File: config.mk
export PLATFORM = sky130hd
export DESIGN_NAME = pac_queue
export DESIGN_NICKNAME = d
export VERILOG_FILES = /design/src/pac_pkg.sv /design/src/pac_queue.sv
export VERILOG_INCLUDE_DIRS = /design/src /design/src/src
export SDC_FILE = /design/constraint.sdc
export NUM_CORES = 1
export LEC_CHECK = 0
export BUFFER_PORTS_ARGS = -buffer_cell sky130_fd_sc_hd__buf_2
export CORE_MARGIN = 5
export CORE_UTILIZATION = 50
export CTS_CLUSTER_DIAMETER = 120
export DETAILED_ROUTE_END_ITERATION = 10
export PLACE_DENSITY = 0.71
export SYNTH_ARGS = -nofsm -noshare
export SYNTH_HDL_FRONTEND = slang
export SYNTH_SLANG_ARGS = --single-unit
File: constraint.sdc
create_clock -name clk -period 4.36 [get_ports clk]
set_input_delay 0.436 -clock clk [delete_from_list [all_inputs] [get_ports clk]]
set_output_delay 0.436 -clock clk [all_outputs]
set_load 0.02 [all_outputs]
File: src/polygon_area_centroid_assert.svh
// ----------------------------------------------------------------------------
// polygon_area_centroid_assert.svh
// assertion macros shared by the polygon area and centroid modules
// ----------------------------------------------------------------------------
`ifndef POLYGON_AREA_CENTROID_ASSERT_SVH
`define POLYGON_AREA_CENTROID_ASSERT_SVH

`ifndef NO_ASSERTIONS

// property checked on clk, off during reset
`define PAC_CHECK(label, prop, msg) \
	label: assert property (@(posedge clk) disable iff (!arst_n) prop) else $error(msg);

// condition that must never hold
`define PAC_NEVER(label, cond, msg) \
	label: assert property (@(posedge clk) disable iff (!arst_n) !(cond)) else $error(msg);

`else

`define PAC_CHECK(label, prop, msg)
`define PAC_NEVER(label, cond, msg)

`endif

`endif

File: src/pac_pkg.sv
// ----------------------------------------------------------------------------
// pac_pkg
// shared constants and types of the polygon area and centroid block
// ----------------------------------------------------------------------------
package pac_pkg;

	localparam int COORD_BITS  = 13;
	localparam int CROSS_W     = 40;
	localparam int MOMENT_W    = 56;
	localparam int AREA_W      = 28;
	localparam int QUEUE_DEPTH = 4;

	localparam logic [AREA_W-1:0] AREA_MAX = '1;

	// closed polygon sums handed from front to back
	typedef struct packed {
		logic [CROSS_W-1:0]  cs;
		logic [MOMENT_W-1:0] mx;
		logic [MOMENT_W-1:0] my;
		logic                few;
	} pac_sum_t;

endpackage

File: src/pac_queue.sv
// ----------------------------------------------------------------------------
// pac_queue
// short queue of closed polygon sums between front and back
// ----------------------------------------------------------------------------
`include "polygon_area_centroid_assert.svh"

module pac_queue #(
	parameter int DEPTH = pac_pkg::QUEUE_DEPTH
) (
	input  logic              clk,
	input  logic              arst_n,
	input  logic              push,
	input  pac_pkg::pac_sum_t push_data,
	output logic              full,
	input  logic              pop,
	output pac_pkg::pac_sum_t pop_data,
	output logic              empty
);

	localparam int AW    = $clog2(DEPTH);
	localparam int LVL_W = $clog2(DEPTH + 1);

	pac_pkg::pac_sum_t mem_q [DEPTH];
	logic [AW-1:0]     wr_q, rd_q;
	logic [LVL_W-1:0]  level_q;

	assign full     = (level_q == LVL_W'(DEPTH));
	assign empty    = (level_q == '0);
	assign pop_data = mem_q[rd_q];

	always_ff @(posedge clk) begin
		if (push) begin
			mem_q[wr_q] <= push_data;
		end
	end

	always_ff @(posedge clk or negedge arst_n) begin
		if (!arst_n) begin
			wr_q    <= '0;
			rd_q    <= '0;
			level_q <= '0;
		end else begin
			if (push) begin
				wr_q <= (wr_q == AW'(DEPTH - 1)) ? '0 : wr_q + AW'(1);
			end
			if (pop) begin
				rd_q <= (rd_q == AW'(DEPTH - 1)) ? '0 : rd_q + AW'(1);
			end
			if (push && !pop) begin
				level_q <= level_q + LVL_W'(1);
			end else if (pop && !push) begin
				level_q <= level_q - LVL_W'(1);
			end
		end
	end

	`PAC_NEVER(a_no_overflow, (push && full), "push into full queue")
	`PAC_NEVER(a_no_underflow, (pop && empty), "pop from empty queue")
	`PAC_NEVER(a_level_bound, (level_q > LVL_W'(DEPTH)), "queue level beyond depth")

endmodule

==> run metrics <==
Slew headroom around a third; PwrDens roughly 690 nW/um2; largest net degree at the start of global routing 107; commonest non-fill, non-tap cell in the layout edfxtp_1; # setup viols final 0; router iterations before antenna repair 4; Tot GR Track Use 17.8%; global-route wire length before repair 66.6 mm; crit start category flip-flop; CTS tree done; Synth area leader edfxtp_1; clock slew at reported path FFs 0.06 ns; nets 1360; later-pin clock latency in the skew report ~0.60 ns; Hold Path Class primary input to flip-flop; RSZ-0062 raised after global routing no; H-tree depth 2; dpl cell area 24800 um2; CP max stage delay 0.95 ns; status completed; synth top area cells edfxtp_1, mux4_2, dfrtp_1; DRT antenna net count 0; number of remaining DRC errors 0; Static Leak just over 9 nW; final instance area 26700 um2; #FFs+latches synth ~620; Synth Warn # 0; design internal power 0.0128 W; Seq/Total Area, Yosys slightly above 80%; Area growth syn-to-layout 18.9%; Syn Nets 1000; Mapped Area around 22000 um2; Crit. End Element primary output; share of layout cells above drive strength 1 between 40% and 50%; Comb power frac around 30%; cell family with most CP delay flip-flops; vias between 10000 and 15000; gpl congestion 0.726; max-cap check violation count 0; vias per inst about 5.5; remaining global-route overflow 0; fill count roughly 3100; Buf/Inv on CP 2; post-synth cell types 20; worst slew pin tran ~0.97 ns; fin worst setup slack about 1.2 ns; Routed WL approximately 44 mm; Root Driver clkbuf_16; crit path max fanout 39; Sw Share a little under a third; HPWL Detailed about 27 mm; Avg Cell Area, Syn around 27 um2; Power Total 0.0185 W; worst path cell trace buf_4 -> mux4_2 -> buf_2; setup TNS 0 ns; WP depth 3; Post-CTS Setup Inserts 0; Pins Over Slew Limit 0; Inserted Clock Buffers 59; Initial Utilization 50.7%; most frequent cells in the layout edfxtp_1, buf_2, mux4_2, clkbuf_16; Final Hold Fails 0; Mapped Cells around 840; fin crit period 3.19 ns; Cell Rows just under 80; Final period util about three quarters; num ports 312; clk_skew 0.0158 ns; crit path kind flip-flop to primary output; core area 44300 um2; number of hold buffers added after cts 2; Port Buffers just over 300; 1st-iter DRT viols 750; die span in y ~220 um; Crit-path slowest cell dfrtp_4; clock network power share between 20% and 30%; final hold slack about 0.053 ns; Hold Path Cell Cnt 1; clock sinks about 620; Critical Path RT approximately 3.9 ns; R2R cell count 4; width of the die 222 um; Critical Path AT 2.76 ns; CTS max path bufs 3; DP Worst Slack approximately 1.7 ns; Peak supply drop between 0.4 and 0.5 mV; die area 49200 um2; post-CTS sizing 0; routed len/inst 24.0 um; Max Fclk between 300 and 400 MHz; initial antenna violation count 8; Sequential Power Share a little over two fifths; Synth top area share between 80% and 90%; NetSw approximately 0.0057 W; number of global-route vias before repair 10703
-- sequential cells by signal (all words and copies together), names as in the netlist --
signal   flops
rd_q         2
wr_q         2
mem_q      612
level_q      3
-- metal layers --
metal  track usage, %  wire length [um]
met5                0                57
met4             5.49              1160
met3             4.94              3070
met2             28.9             21900
met1             23.9             17900
-- cells by family (layout without fill, tap and decap cells) --
family	after synthesis	count (layout)	synth area share (%)
compound gates	2	2	0.0446
xor+xnor	3	3	0.117
fa+ha+maj	7	7	0.423
buf+inv	38	442	1.04
flops	619	619	82.6
mux	156	156	15.5
other cells	0	5	0
simple gates	11	11	0.251
-- metrics by stage --
step	cells	util, %
floorplan	836	-
global placement	1725	56.0
detailed placement	1725	56.0
CTS	1832	60.2
global route	1835	60.2
finish	1837	60.2
-- cell usage after synthesis --
master,n
buf_6,5
dfrtp_1,7
o21ai_0,2
ha_1,6
fa_1,1
nand2_1,2
mux2_2,3
mux4_2,153
buf_2,10
nor3b_1,1
nor2_1,3
xnor2_1,1
xor2_1,2
edfxtp_1,612
clkbuf_1,1
buf_1,7
inv_1,4
buf_4,11
and2_1,4
nor3_1,1
-- power by group through the flow --
stage	logic, W	registers [W]	clock network [W]
global placement	0.00564	0.00812	0
detailed placement	0.00567	0.00818	0
floorplan	0.00400	0.00794	0
finish	0.00554	0.00803	0.00491
global route	0.00588	0.00813	0.00530
CTS	0.00569	0.00806	0.00503
-- worst register-to-register path, stage by stage, from the launching register on --
cell and delay, ns:
dfrtp_1 0.41, inv_1 0.10, ha_1 0.15, and2_4 0.77, buf_4 0.50
-- worst paths after layout --
path                                 from  slack (ns)       endpoint
setup / recovery                  rd_q[0]        1.17    pop_data[9]
setup reg to reg                  wr_q[0]        2.09   mem_q[0][23]
hold reg to reg                level_q[2]        0.52     level_q[2]
max in group asynchronous          arst_n        3.88        rd_q[1]
hold / removal             push_data[133]        0.05  mem_q[1][133]
min in group asynchronous          arst_n        0.25     level_q[0]
-- cell type report --
type | instances | area, um2 | area share (%)
Clock buffer | 76 | 1580 | 5.93
Timing Repair Buffer | 333 | 1830 | 6.84
Multi-Input combinational cell | 179 | 3680 | 13.8
Clock inverter | 29 | 282 | 1.05
Sequential cell | 619 | 18600 | 69.5
Inverter | 4 | 15.0 | 0.0562
Antenna cell | 5 | 12.5 | 0.0469
Tap cell | 592 | 741 | 2.77
No activity file was read; power rests on OpenSTA's default activity.
