$ cat src/polygon_area_centroid_assert.svh
// ----------------------------------------------------------------------------
// polygon_area_centroid_assert.svh
// assertion macros shared by the polygon area and centroid modules
// ----------------------------------------------------------------------------
`ifndef POLYGON_AREA_CENTROID_ASSERT_SVH
`define POLYGON_AREA_CENTROID_ASSERT_SVH

`ifndef NO_ASSERTIONS

// property checked on clk, off during reset
`define PAC_CHECK(label, prop, msg) \
	label: assert property (@(posedge clk) disable iff (!arst_n) prop) else $error(msg);

// condition that must never hold
`define PAC_NEVER(label, cond, msg) \
	label: assert property (@(posedge clk) disable iff (!arst_n) !(cond)) else $error(msg);

`else

`define PAC_CHECK(label, prop, msg)
`define PAC_NEVER(label, cond, msg)

`endif

`endif

$ cat src/pac_pkg.sv
// ----------------------------------------------------------------------------
// pac_pkg
// shared constants and types of the polygon area and centroid block
// ----------------------------------------------------------------------------
package pac_pkg;

	localparam int COORD_BITS  = 13;
	localparam int CROSS_W     = 40;
	localparam int MOMENT_W    = 56;
	localparam int AREA_W      = 28;
	localparam int QUEUE_DEPTH = 4;

	localparam logic [AREA_W-1:0] AREA_MAX = '1;

	// closed polygon sums handed from front to back
	typedef struct packed {
		logic [CROSS_W-1:0]  cs;
		logic [MOMENT_W-1:0] mx;
		logic [MOMENT_W-1:0] my;
		logic                few;
	} pac_sum_t;

endpackage

$ cat src/pac_intf.sv


interface pac_result_if #(
	parameter int COORD_BITS = pac_pkg::COORD_BITS
) ();
	logic                      valid;
	logic                      ready;
	logic [pac_pkg::AREA_W-1:0] area_x2;
	logic [COORD_BITS-1:0]     center_x;
	logic [COORD_BITS-1:0]     center_y;
	logic                      degenerate;

	modport source (output valid, output area_x2, output center_x, output center_y,
		output degenerate, input ready);
	modport sink (input valid, input area_x2, input center_x, input center_y,
		input degenerate, output ready);
endinterface

$ cat src/pac_back.sv
// ----------------------------------------------------------------------------
// pac_back
// area and centroid from closed sums, one quotient bit per cycle
// ----------------------------------------------------------------------------
`include "polygon_area_centroid_assert.svh"

module pac_back #(
	parameter int COORD_BITS = pac_pkg::COORD_BITS
) (
	input  logic              clk,
	input  logic              arst_n,
	input  logic              empty,
	output logic              pop,
	input  pac_pkg::pac_sum_t pop_data,
	pac_result_if.source      result
);

	localparam int CROSS_W  = pac_pkg::CROSS_W;
	localparam int MOMENT_W = pac_pkg::MOMENT_W;
	localparam int AREA_W   = pac_pkg::AREA_W;
	localparam int DEN_W    = CROSS_W + 2;
	localparam int DIV_W    = DEN_W + COORD_BITS - 1;
	localparam int SAT_W    = DEN_W + COORD_BITS;
	localparam int CMP_W    = (MOMENT_W > SAT_W) ? MOMENT_W : SAT_W;
	localparam int STEP_W   = $clog2(COORD_BITS);

	localparam logic [2:0] ST_IDLE  = 3'd0;
	localparam logic [2:0] ST_ABS   = 3'd1;
	localparam logic [2:0] ST_SCALE = 3'd2;
	localparam logic [2:0] ST_SET   = 3'd3;
	localparam logic [2:0] ST_DIV   = 3'd4;
	localparam logic [2:0] ST_NEXT  = 3'd5;
	localparam logic [2:0] ST_OUT   = 3'd6;

	logic [2:0] state_q;

	pac_pkg::pac_sum_t       sum_q;
	logic [CROSS_W-1:0]      acs_q;
	logic [MOMENT_W-1:0]     amx_q, amy_q, rem_q, mag;
	logic [DEN_W-1:0]        den_q;
	logic [DIV_W-1:0]        div_q;
	logic [AREA_W-1:0]       area_q;
	logic [COORD_BITS-1:0]   quo_q, cx_q, cy_q, coord;
	logic [STEP_W-1:0]       step_q;
	logic                    degen_q, sel_q, neg_q, sat_q;
	logic                    cs_neg, m_neg, ge, load_out;

	logic                    res_valid_q;
	logic [AREA_W-1:0]       area_o_q;
	logic [COORD_BITS-1:0]   cx_o_q, cy_o_q;
	logic                    degen_o_q;

	assign cs_neg   = sum_q.cs[CROSS_W-1];
	assign m_neg    = sel_q ? sum_q.my[MOMENT_W-1] : sum_q.mx[MOMENT_W-1];
	assign mag      = sel_q ? amy_q : amx_q;
	assign ge       = (CMP_W'(rem_q) >= CMP_W'(div_q));
	assign coord    = neg_q ? '0 : (sat_q ? '1 : quo_q);
	assign pop      = (state_q == ST_IDLE) && !empty;
	assign load_out = (state_q == ST_OUT) && (!res_valid_q || result.ready);

	always_ff @(posedge clk or negedge arst_n) begin
		if (!arst_n) begin
			state_q <= ST_IDLE;
		end else begin
			unique case (state_q)
				ST_IDLE: begin
					if (!empty) state_q <= ST_ABS;
				end
				ST_ABS:   state_q <= ST_SCALE;
				ST_SCALE: state_q <= ST_SET;
				ST_SET:   state_q <= ST_DIV;
				ST_DIV: begin
					if (step_q == '0) state_q <= ST_NEXT;
				end
				ST_NEXT: begin
					state_q <= sel_q ? ST_OUT : ST_SET;
				end
				ST_OUT: begin
					if (load_out) state_q <= ST_IDLE;
				end
				default: state_q <= ST_IDLE;
			endcase
		end
	end

	always_ff @(posedge clk) begin
		case (state_q)
			ST_IDLE: begin
				sum_q <= pop_data;
			end
			ST_ABS: begin
				acs_q <= cs_neg ? -sum_q.cs : sum_q.cs;
				amx_q <= sum_q.mx[MOMENT_W-1] ? -sum_q.mx : sum_q.mx;
				amy_q <= sum_q.my[MOMENT_W-1] ? -sum_q.my : sum_q.my;
			end
			ST_SCALE: begin
				den_q   <= DEN_W'({acs_q, 1'b0}) + DEN_W'(acs_q);
				degen_q <= sum_q.few || (acs_q == '0);
				area_q  <= (acs_q > CROSS_W'(pac_pkg::AREA_MAX)) ? pac_pkg::AREA_MAX
					: acs_q[AREA_W-1:0];
				sel_q   <= 1'b0;
			end
			ST_SET: begin
				rem_q  <= mag;
				div_q  <= DIV_W'(den_q) << (COORD_BITS - 1);
				sat_q  <= (CMP_W'(mag) >= (CMP_W'(den_q) << COORD_BITS));
				neg_q  <= (m_neg != cs_neg);
				quo_q  <= '0;
				step_q <= STEP_W'(COORD_BITS - 1);
			end
			ST_DIV: begin
				if (ge) rem_q <= rem_q - MOMENT_W'(div_q);
				quo_q  <= {quo_q[COORD_BITS-2:0], ge};
				div_q  <= div_q >> 1;
				step_q <= step_q - STEP_W'(1);
			end
			ST_NEXT: begin
				if (sel_q) begin
					cy_q <= coord;
				end else begin
					cx_q  <= coord;
					sel_q <= 1'b1;
				end
			end
			default: begin
			end
		endcase
	end

	always_ff @(posedge clk or negedge arst_n) begin
		if (!arst_n) begin
			res_valid_q <= 1'b0;
		end else if (load_out) begin
			res_valid_q <= 1'b1;
		end else if (result.ready) begin
			res_valid_q <= 1'b0;
		end
	end

	always_ff @(posedge clk) begin
		if (load_out) begin
			area_o_q  <= degen_q ? '0 : area_q;
			cx_o_q    <= degen_q ? '0 : cx_q;
			cy_o_q    <= degen_q ? '0 : cy_q;
			degen_o_q <= degen_q;
		end
	end

	assign result.valid      = res_valid_q;
	assign result.area_x2    = area_o_q;
	assign result.center_x   = cx_o_q;
	assign result.center_y   = cy_o_q;
	assign result.degenerate = degen_o_q;

	`PAC_CHECK(a_div_ends, ((state_q == ST_DIV) && (step_q == '0)) |=> (state_q == ST_NEXT), "divider overran")
	`PAC_CHECK(a_pop_starts, pop |=> (state_q == ST_ABS), "pop without start")
	`PAC_CHECK(a_degen_zero, (res_valid_q && degen_o_q) |-> ((area_o_q == '0) && (cx_o_q == '0) && (cy_o_q == '0)), "degenerate word not zeroed")

endmodule

$ cat src/flat_wrapper.sv
// flat-port wrapper written by rule: the top's interface ports become plain ports
module pac_back_flat 
#(
	parameter int COORD_BITS = pac_pkg::COORD_BITS
)
  (clk, arst_n, empty, pop, pop_data, result_valid, result_area_x2, result_center_x, result_center_y, result_degenerate, result_ready);
  pac_result_if #(.COORD_BITS(COORD_BITS)) result_i ();
  input  logic clk;
  input  logic arst_n;
  input  logic empty;
  output logic pop;
  input  pac_pkg::pac_sum_t pop_data;
  output wire logic [$bits(result_i.valid)-1:0] result_valid;
  output wire logic [$bits(result_i.area_x2)-1:0] result_area_x2;
  output wire logic [$bits(result_i.center_x)-1:0] result_center_x;
  output wire logic [$bits(result_i.center_y)-1:0] result_center_y;
  output wire logic [$bits(result_i.degenerate)-1:0] result_degenerate;
  input wire logic [$bits(result_i.ready)-1:0] result_ready;
  assign result_valid = result_i.valid;
  assign result_area_x2 = result_i.area_x2;
  assign result_center_x = result_i.center_x;
  assign result_center_y = result_i.center_y;
  assign result_degenerate = result_i.degenerate;
  assign result_i.ready = result_ready;
  pac_back #(.COORD_BITS(COORD_BITS)) u_core (.clk(clk), .arst_n(arst_n), .empty(empty), .pop(pop), .pop_data(pop_data), .result(result_i));
endmodule
$ cat config.mk
export PLATFORM = sky130hd
export DESIGN_NAME = pac_back_flat
export DESIGN_NICKNAME = d
export VERILOG_FILES = /design/src/pac_pkg.sv /design/src/pac_intf.sv /design/src/pac_back.sv /design/src/flat_wrapper.sv
export VERILOG_INCLUDE_DIRS = /design/src /design/src/src
export SDC_FILE = /design/constraint.sdc
export NUM_CORES = 1
export LEC_CHECK = 0
export ABC_AREA = 1
export BUFFER_PORTS_ARGS = -buffer_cell sky130_fd_sc_hd__buf_2
export CAP_MARGIN = 10
export CORE_MARGIN = 1
export CORE_UTILIZATION = 50
export DETAILED_ROUTE_END_ITERATION = 10
export PLACE_DENSITY = 0.79
export SYNTH_ARGS = -nofsm -noshare
export SYNTH_HDL_FRONTEND = slang
export SYNTH_SLANG_ARGS = --single-unit
$ cat constraint.sdc
create_clock -name clk -period 15.06 [get_ports clk]
set_input_delay 1.506 -clock clk [delete_from_list [all_inputs] [get_ports clk]]
set_output_delay 1.506 -clock clk [all_outputs]
set_load 0.01 [all_outputs]
==> flow_metrics.py, run 1 <==
metrics = {
    "run_status": {
        "outcome": "finished clean",
    },
    "power": {
        "clkPwrFrac_pct": 18.2,
        "p_leak_uw": 0.0177,
        "vdd_drop_max_uv": 200,
        "switching_share_pct": 45.5,
        "switchingPower_uw": 4200,
        "power_frac_comb_pct": 48.0,
        "p_seq_share_pct": 33.8,
        "power_density_nw_per_um2": 235,
        "power_uw": 9220,
        "internal_power_uw": 5020,
    },
    "synth": {
        "synth-edff-count": 587,
        "yosysWarningCount": 0,
        "synth.most_common_cell": "nand2_1",
        "netlist_instances": 4123,
        "ys_async_sr_fraction_pct": 0.677,
        "syn-num-nets": 4444,
        "synth_ff_type": "edfxtp_1",
        "yosys.area.top_type": "edfxtp_1",
        "syn_area_per_cell_um2": 8.45,
        "synthDistinctLibCells": 58,
        "synth_top_family_by_area": "simple AND/OR/NAND/NOR gates",
        "synth_common_cells": "nand2_1 (1233), inv_1 (694), edfxtp_1 (587)",
        "syn-cell-area_um2": 34800,
        "synth_fa_ha_area_share_pct": 5.94,
        "synth_xor_area_share_pct": 4.65,
        "muxShareOfSynthArea_pct": 0.172,
        "synth_seq_area_share_pct": 50.9,
        "yosys-top-cells-area": "edfxtp_1 (51%), nand2_1 (13%), inv_1 (7.5%)",
        "synth_seq_cells": 591,
        "synth_compound_area_share_pct": 5.27,
        "synth_top_area_share_pct": 50.6,
        "synthSimpleGateAreaFrac_pct": 24.7,
    },
    "detailed_routing": {
        "wl_per_cell_um": 18.3,
        "postRouteAntennaNets": 0,
        "via_per_inst": 5.28,
        "first_pass_iters": 6,
        "vias": 28200,
        "wl_mm": 97.4,
        "drt-initial-drc-count": 2799,
        "route.detailed.drc": 0,
    },
    "clock_tree": {
        "root_buffer": "clkbuf_16",
        "cts.repair.resized": 0,
        "cts_buffers": 66,
        "cts_htree_levels": 3,
        "path_clk_slew_ps": 60,
        "hold_buffers": 0,
        "clock_sinks": 591,
        "cts_tree": "yes",
        "cts_buffer_depth": 3,
        "insertion_delay_ps": 630,
        "post_cts_buffers": 0,
    },
    "worst_setup_path": {
        "end_kind": "register",
        "required_ps": 15320,
        "arrival_ps": 3760,
        "critPathMaxFanout": 60,
        "critPathKind": "reg -> reg",
        "crit_path_start_kind": "register",
    },
    "final_layout": {
        "fin_cells": 5336,
        "stdcell_area_um2": 39200,
        "n_fill_cell": 6173,
        "drive_gt1_share_pct": 9.79,
        "syn2layout_area_growth_pct": 12.5,
        "seq_area_um2": 17700,
        "multi_input_area_um2": 14200,
        "layout.nets": 4673,
    },
    "die": {
        "dieArea_um2": 70700,
        "io_pins": 214,
        "core_um2": 68700,
        "start_util_pct": 50.7,
        "die_x_um": 266,
        "die_h_um": 266,
        "rows": 96,
    },
    "grt": {
        "grt_overflow_total": 0,
        "grt_max_degree": 113,
        "grt_pass1_wl_mm": 147,
        "antenna_found_initial": 1,
        "grt_pass1_vias": 26600,
        "grtUsageTotal_pct": 27.4,
    },
    "placement": {
        "gp_congestion": 1.02,
        "numPortBuffers": 213,
        "place_inst": 5215,
        "hpwl_mm": 76.7,
        "placed_area_um2": 36900,
    },
    "sta": {
        "hold_violations": 0,
        "setup_viol": 0,
        "fmax_ghz": 0.286,
        "tightest_slew_ps": 1040,
        "slew_viol_final": 0,
        "hold_ws_ps": 514,
        "grt_setup_unrepaired": "no",
        "period_share_pct": 23.2,
        "final.min_clock_period_ps": 3500,
        "relSlewSlack_pct": 30.5,
        "setup_tns_ps": 0,
        "final.setup_skew_ps": 23.1,
    },
    "min_path": {
        "min_path_type": "reg -> reg",
    },
    "flow_run": {
        "cap_violations": 0,
    },
}
-- cell families after synthesis --
kind of cell               Yosys count
and+or+nand+nor                   2069
AOI/OAI and AO/OA                  337
muxes                                6
adders and majority gates          164
buffers and inverters              771
DFF                                591
xor gates and xnor gates           185
-- worst paths after layout --
kind / start / end / slack, ps / depth (start not counted)
worst max-delay path: u_core.sel_q / u_core.sat_q / 11560 / 13
worst min-delay path: u_core.sum_q[113] / u_core.acs_q[0] / 510 / 0
worst max register to register: u_core.sel_q / u_core.sat_q / 11560 / 13
worst min register to register: u_core.sum_q[113] / u_core.acs_q[0] / 510 / 0
max in group asynchronous: arst_n / u_core.state_q[1] / 14220 / 1
min in group asynchronous: arst_n / u_core.state_q[0] / 700 / 1
-- area by class of cell --
cell class,count,share of cell area (%)
Sequential cell,591,45.2
Multi-Input combinational cell,2761,36.3
Inverter,705,6.76
Clock buffer,73,4.31
Timing Repair Buffer,227,2.99
Tap cell,931,2.97
Clock inverter,47,1.45
Antenna cell,1,0.00638
-- state kept, by name, summed over array words and instances, names as in the netlist, 3 cells and up --
| name | count |
|---|---|
| u_core.cy_q | 13 |
| u_core.amy_q | 56 |
| u_core.amx_q | 56 |
| u_core.div_q | 54 |
| u_core.cx_q | 13 |
| u_core.step_q | 4 |
| u_core.result.center_x | 13 |
| u_core.result.center_y | 13 |
| u_core.quo_q | 13 |
| u_core.den_q | 42 |
| u_core.state_q | 3 |
| u_core.acs_q | 40 |
| u_core.sum_q | 152 |
| u_core.result.area_x2 | 28 |
| u_core.rem_q | 56 |
| u_core.area_q | 28 |
-- routing by layer --
layer,track usage (%),up-vias,wire (um),share of wire (%)
met5,0,-,0,0
met4,9.63,0,3280,3.4
met3,4.97,173,8490,8.7
met2,44.6,1169,44900,46
met1,36.8,13100,40800,42
li1,-,13700,-,-
-- power by group through the flow --
stage	Combinational, uW	Clock [uW]	Sequential, uW
floorplan	3030	0	3050
global placement	4260	0	3120
detailed placement	4310	0	3140
CTS	4350	1700	3100
global route	4910	1750	3160
finish	4420	1680	3110
-- worst max-delay path: stages, from the launching register on --
cell	delay (ps)
edfxtp_1	380
buf_4	320
inv_2	820
nand2_1	230
nand2_1	230
ha_1	270
nand2_1	90
inv_1	40
nand3_1	110
a21oi_1	60
nor2_1	110
o21ai_0	80
nand2_1	60
nand4_1	290
-- layout by cell type (no fill, tap or decap), types with 5 or more instances in the layout --
| cell | Yosys | final |
|---|---|---|
| nand2_1 | 1233 | 1230 |
| inv_1 | 694 | 693 |
| edfxtp_1 | 587 | 587 |
| nor2_1 | 443 | 439 |
| buf_2 | 10 | 213 |
| nand3_1 | 184 | 184 |
| ha_1 | 162 | 162 |
| o21ai_0 | 141 | 141 |
| xor2_1 | 135 | 135 |
| a21oi_1 | 131 | 131 |
| clkbuf_16 | 0 | 66 |
| nand4_1 | 57 | 57 |
| xnor2_1 | 50 | 50 |
| nor3_1 | 44 | 43 |
| nor2_2 | 27 | 29 |
| nor4_1 | 17 | 17 |
| buf_4 | 0 | 14 |
| nand2_2 | 11 | 13 |
| a31oi_1 | 12 | 12 |
| clkinv_1 | 1 | 12 |
| o21ai_1 | 11 | 11 |
| inv_2 | 10 | 10 |
| o21a_1 | 9 | 9 |
| nand3b_1 | 9 | 9 |
| bufinv_16 | 0 | 9 |
| clkinv_2 | 0 | 9 |
| or2_2 | 8 | 8 |
| nand3_2 | 8 | 8 |
| nor2_4 | 5 | 7 |
| o21ai_2 | 6 | 6 |
| nor3_2 | 5 | 6 |
| mux2i_1 | 6 | 6 |
| clkinvlp_4 | 0 | 6 |
| clkbuf_1 | 47 | 6 |
| o21bai_1 | 5 | 5 |
| or2_1 | 5 | 5 |
| inv_6 | 0 | 5 |
-- through the flow --
stage / utilization (%) / setup slack (ps)
3_3_place_gp: 53.8 / 11660
5_1_grt: 57.0 / 11420
3_5_place_dp: 53.8 / 11590
6_report: 57.0 / 11560
4_1_cts: 57.0 / 11590
2_1_floorplan: - / 7530
Note: power is estimated with default switching activity, not from simulation.
==> run 2, diff against run 1 <==
--- a/config.mk
+++ b/config.mk
@@ -6,13 +6,13 @@
 export SDC_FILE = /design/constraint.sdc
 export NUM_CORES = 1
 export LEC_CHECK = 0
-export ABC_AREA = 1
+export ABC_AREA = 0
 export BUFFER_PORTS_ARGS = -buffer_cell sky130_fd_sc_hd__buf_2
 export CAP_MARGIN = 10
 export CORE_MARGIN = 1
 export CORE_UTILIZATION = 50
 export DETAILED_ROUTE_END_ITERATION = 10
-export PLACE_DENSITY = 0.79
+export PLACE_DENSITY = 0.82
 export SYNTH_ARGS = -nofsm -noshare
 export SYNTH_HDL_FRONTEND = slang
 export SYNTH_SLANG_ARGS = --single-unit
==> constraint.sdc (replaced) <==
create_clock -name clk -period 3.2 [get_ports clk]
set_input_delay 0.32 -clock clk [delete_from_list [all_inputs] [get_ports clk]]
set_output_delay 0.32 -clock clk [all_outputs]
set_load 0.01 [all_outputs]
==> run 2 against run 1 <==
Compared with the run above:
- critical path depth shrank 3
- largest cell class unchanged
- the flow now finishes with violations (setup timing)
- worst hold slack lost 380 ps
- clock power grew to 4.3 times the previous value
- critical endpoint is now u_core.amx_q[49]
- sequential share of layout area grew 0.54 points
==> flow_metrics.py, run 2 <==
metrics = {
    "worst_setup_path": {
        "r2r-end": "u_core.amx_q[49]",
        "critPathLaunch": "u_core.sum_q[65]",
        "r2r_cells": 10,
        "critPathKind": "reg -> reg",
        "cp_top_family": "simple AND/OR/NAND/NOR gates",
        "end_kind": "register",
        "required_ps": 3600,
        "arrival_ps": 3760,
        "cpMaxStageDelayCell": "or3_4",
        "critPathMaxFanout": 5,
        "path_common_cell": "or3_4",
        "r2r-start": "u_core.sum_q[65]",
        "cp_slowest_stage_delay_ps": 420,
        "path_buf_inv": 0,
        "crit_path_start_kind": "register",
        "r2r_slack_ps": -160,
        "crit_chain": "or3_4 -> or3_4 -> nor2_4 -> nand2_4 -> or3_4 -> nand2b_4 -> or3_4 -> or3_4 -> o31ai_4 -> xnor2_1",
    },
    "clock_tree": {
        "insertion_delay_ps": 660,
        "clock_sinks": 591,
        "cts_htree_levels": 2,
        "cts_buffer_depth": 3,
        "path_clk_slew_ps": 60,
        "cts_tree": "yes",
        "cts_buffers": 61,
        "root_buffer": "clkbuf_16",
    },
    "die": {
        "die_h_um": 248,
        "start_util_pct": 50.9,
        "rows": 89,
        "dieArea_um2": 61600,
        "die_x_um": 248,
        "core_um2": 59500,
        "io_pins": 214,
    },
    "synth": {
        "synth_top_area_share_pct": 58.2,
        "synth_seq_cells": 591,
        "synthDistinctLibCells": 68,
        "synth_seq_area_share_pct": 58.5,
        "yosys.area.top_type": "edfxtp_1",
        "synth_ff_type": "edfxtp_1",
        "syn_area_per_cell_um2": 12.1,
        "synth.most_common_cell": "edfxtp_1",
        "syn-num-nets": 2828,
        "synth_common_cells": "edfxtp_1 (587), xnor2_1 (192), nand2_1 (177)",
        "yosys-top-cells-area": "edfxtp_1 (58%), ha_1 (6.7%), xnor2_1 (5.6%)",
        "yosysWarningCount": 0,
        "netlist_instances": 2507,
        "synth-edff-count": 587,
        "syn-cell-area_um2": 30300,
        "ys_async_sr_fraction_pct": 0.677,
    },
    "power": {
        "power_uw": 41800,
        "power_density_nw_per_um2": 1080,
        "vdd_drop_max_uv": 717,
        "p_leak_uw": 0.0149,
    },
    "final_layout": {
        "final_cell_mix": "edfxtp_1 (587), buf_4 (243), buf_2 (213)",
        "largest_register_ffs": 152,
        "final_util_pct": 65.1,
        "regMostFlops": "u_core.sum_q",
        "layout.nets": 3451,
        "drive_gt1_share_pct": 24.4,
        "syn2layout_area_growth_pct": 27.9,
        "final_common_cell": "edfxtp_1",
    },
    "sta": {
        "relSlewSlack_pct": 17.0,
        "fin_ws_ps": -158,
        "setup_viol": 61,
        "final.min_clock_period_ps": 3360,
        "fmax_ghz": 0.298,
        "slew_viol_final": 0,
        "setup_tns_ps": -4470,
        "period_share_pct": 105,
        "tightest_slew_ps": 1250,
        "grt_setup_unrepaired": "yes",
        "final.setup_skew_ps": 40.7,
        "hold_violations": 0,
    },
    "run_status": {
        "violations": "setup timing",
        "outcome": "finished with violations",
    },
    "placement": {
        "hpwl_mm": 55.8,
        "numPortBuffers": 213,
        "gp_congestion": 0.935,
    },
    "grt": {
        "grt_max_degree": 154,
        "grt_pass1_wl_mm": 123,
        "antenna_found_initial": 2,
        "grt_pass1_vias": 22400,
        "grtUsageTotal_pct": 26.2,
        "grt_overflow_total": 0,
    },
    "detailed_routing": {
        "wl_mm": 82.6,
        "first_pass_iters": 6,
        "route.detailed.drc": 0,
        "wl_per_cell_um": 20.9,
        "postRouteAntennaNets": 0,
        "via_per_inst": 5.71,
        "vias": 22600,
        "drt-initial-drc-count": 1928,
    },
    "min_path": {
        "min_path_type": "in -> reg",
        "hold_depth": 3,
        "hold_start": "result_ready",
        "worst_hold_path.endpoint": "u_core.result.valid",
    },
    "flow_run": {
        "cap_violations": 0,
    },
}
[run 2: cell types whose count changed after synthesis, moves of 28 or more]
| cell | change |
|---|---|
| nand2b_1 | +44 |
| nor2_1 | -298 |
| nor2b_1 | +67 |
| mux2_2 | +42 |
| a21o_1 | +72 |
| nand3_1 | -149 |
| xor2_1 | -98 |
| inv_1 | -525 |
| nand2_1 | -1056 |
| nand4_1 | -28 |
| o31ai_1 | +45 |
| xnor2_1 | +142 |
[run 2: routing by layer]
layer / global-route usage [%] / wire, um
met2: 43.4 / 39500
met1: 34.3 / 33900
met5: 0 / 0
met3: 4.43 / 5910
met4: 10.9 / 3310
[run 2: worst max-delay path by stage]
stage / cells after the start / end / slack (ps)
after CTS: 15 / u_core.rem_q[33] / -100
after floorplan: 2 / u_core.cs_neg / -1410
after global routing: 10 / u_core.amx_q[49] / -200
final: 10 / u_core.amx_q[49] / -160
after detailed placement: 15 / u_core.rem_q[1] / -250
after global placement: 14 / u_core.sat_q / -210
[run 2: cells by family after synthesis]
group                      share of synthesized area [%]
and+or+nand+nor                                     11.2
DFF                                                 58.5
AOI/OAI and AO/OA                                   11.7
buffers and inverters                               3.05
xor gates and xnor gates                            6.62
adders and majority gates                           6.83
muxes                                               2.09
[run 2: where the power goes]
group | internal [uW] | switching (uW)
clock | 4170 | 3130
combinational | 8570 | 11400
sequential | 12800 | 1680
[run 2: cell type report]
| cell class | count | area, um^2 |
|---|---|---|
| antenna | 4 | 10.0 |
| inverter | 169 | 634 |
| multi-input combinational | 1671 | 12500 |
| timing repair buffer | 636 | 4870 |
| sequential | 591 | 17700 |
| clock inverter | 44 | 513 |
| clock buffer | 67 | 1550 |
| fill | 4221 | 20700 |
| tap | 773 | 967 |
[run 2: stage by stage]
step,hold WS (ps),setup WS (ps),area (um^2),std cells
6_report,129,-158,38700,3955
5_1_grt,152,-201,38700,3953
4_1_cts,118,-100,37900,3931
3_5_place_dp,130,-253,33900,3645
3_3_place_gp,133,-208,33900,3645
2_1_floorplan,24.4,-1410,30400,2507
[run 2: tightest hold or removal path: cells and delay by family]
family          cells  cell delay (ps)
compound gates      1              130
buf+inv             1               70
simple gates        1              170
[run 2: repair_timing]
| action | 4_1_cts | 5_1_grt |
|---|---|---|
| setup endpoints to repair | 92 | 112 |
| pin swaps | 20 | 47 |
| setup buffers | 16 | 17 |
| gates cloned | 2 | 4 |
| endpoints found under the hold margin | 158 | 0 |
| gates resized for setup | 56 | 123 |
| hold buffers | 157 | 0 |
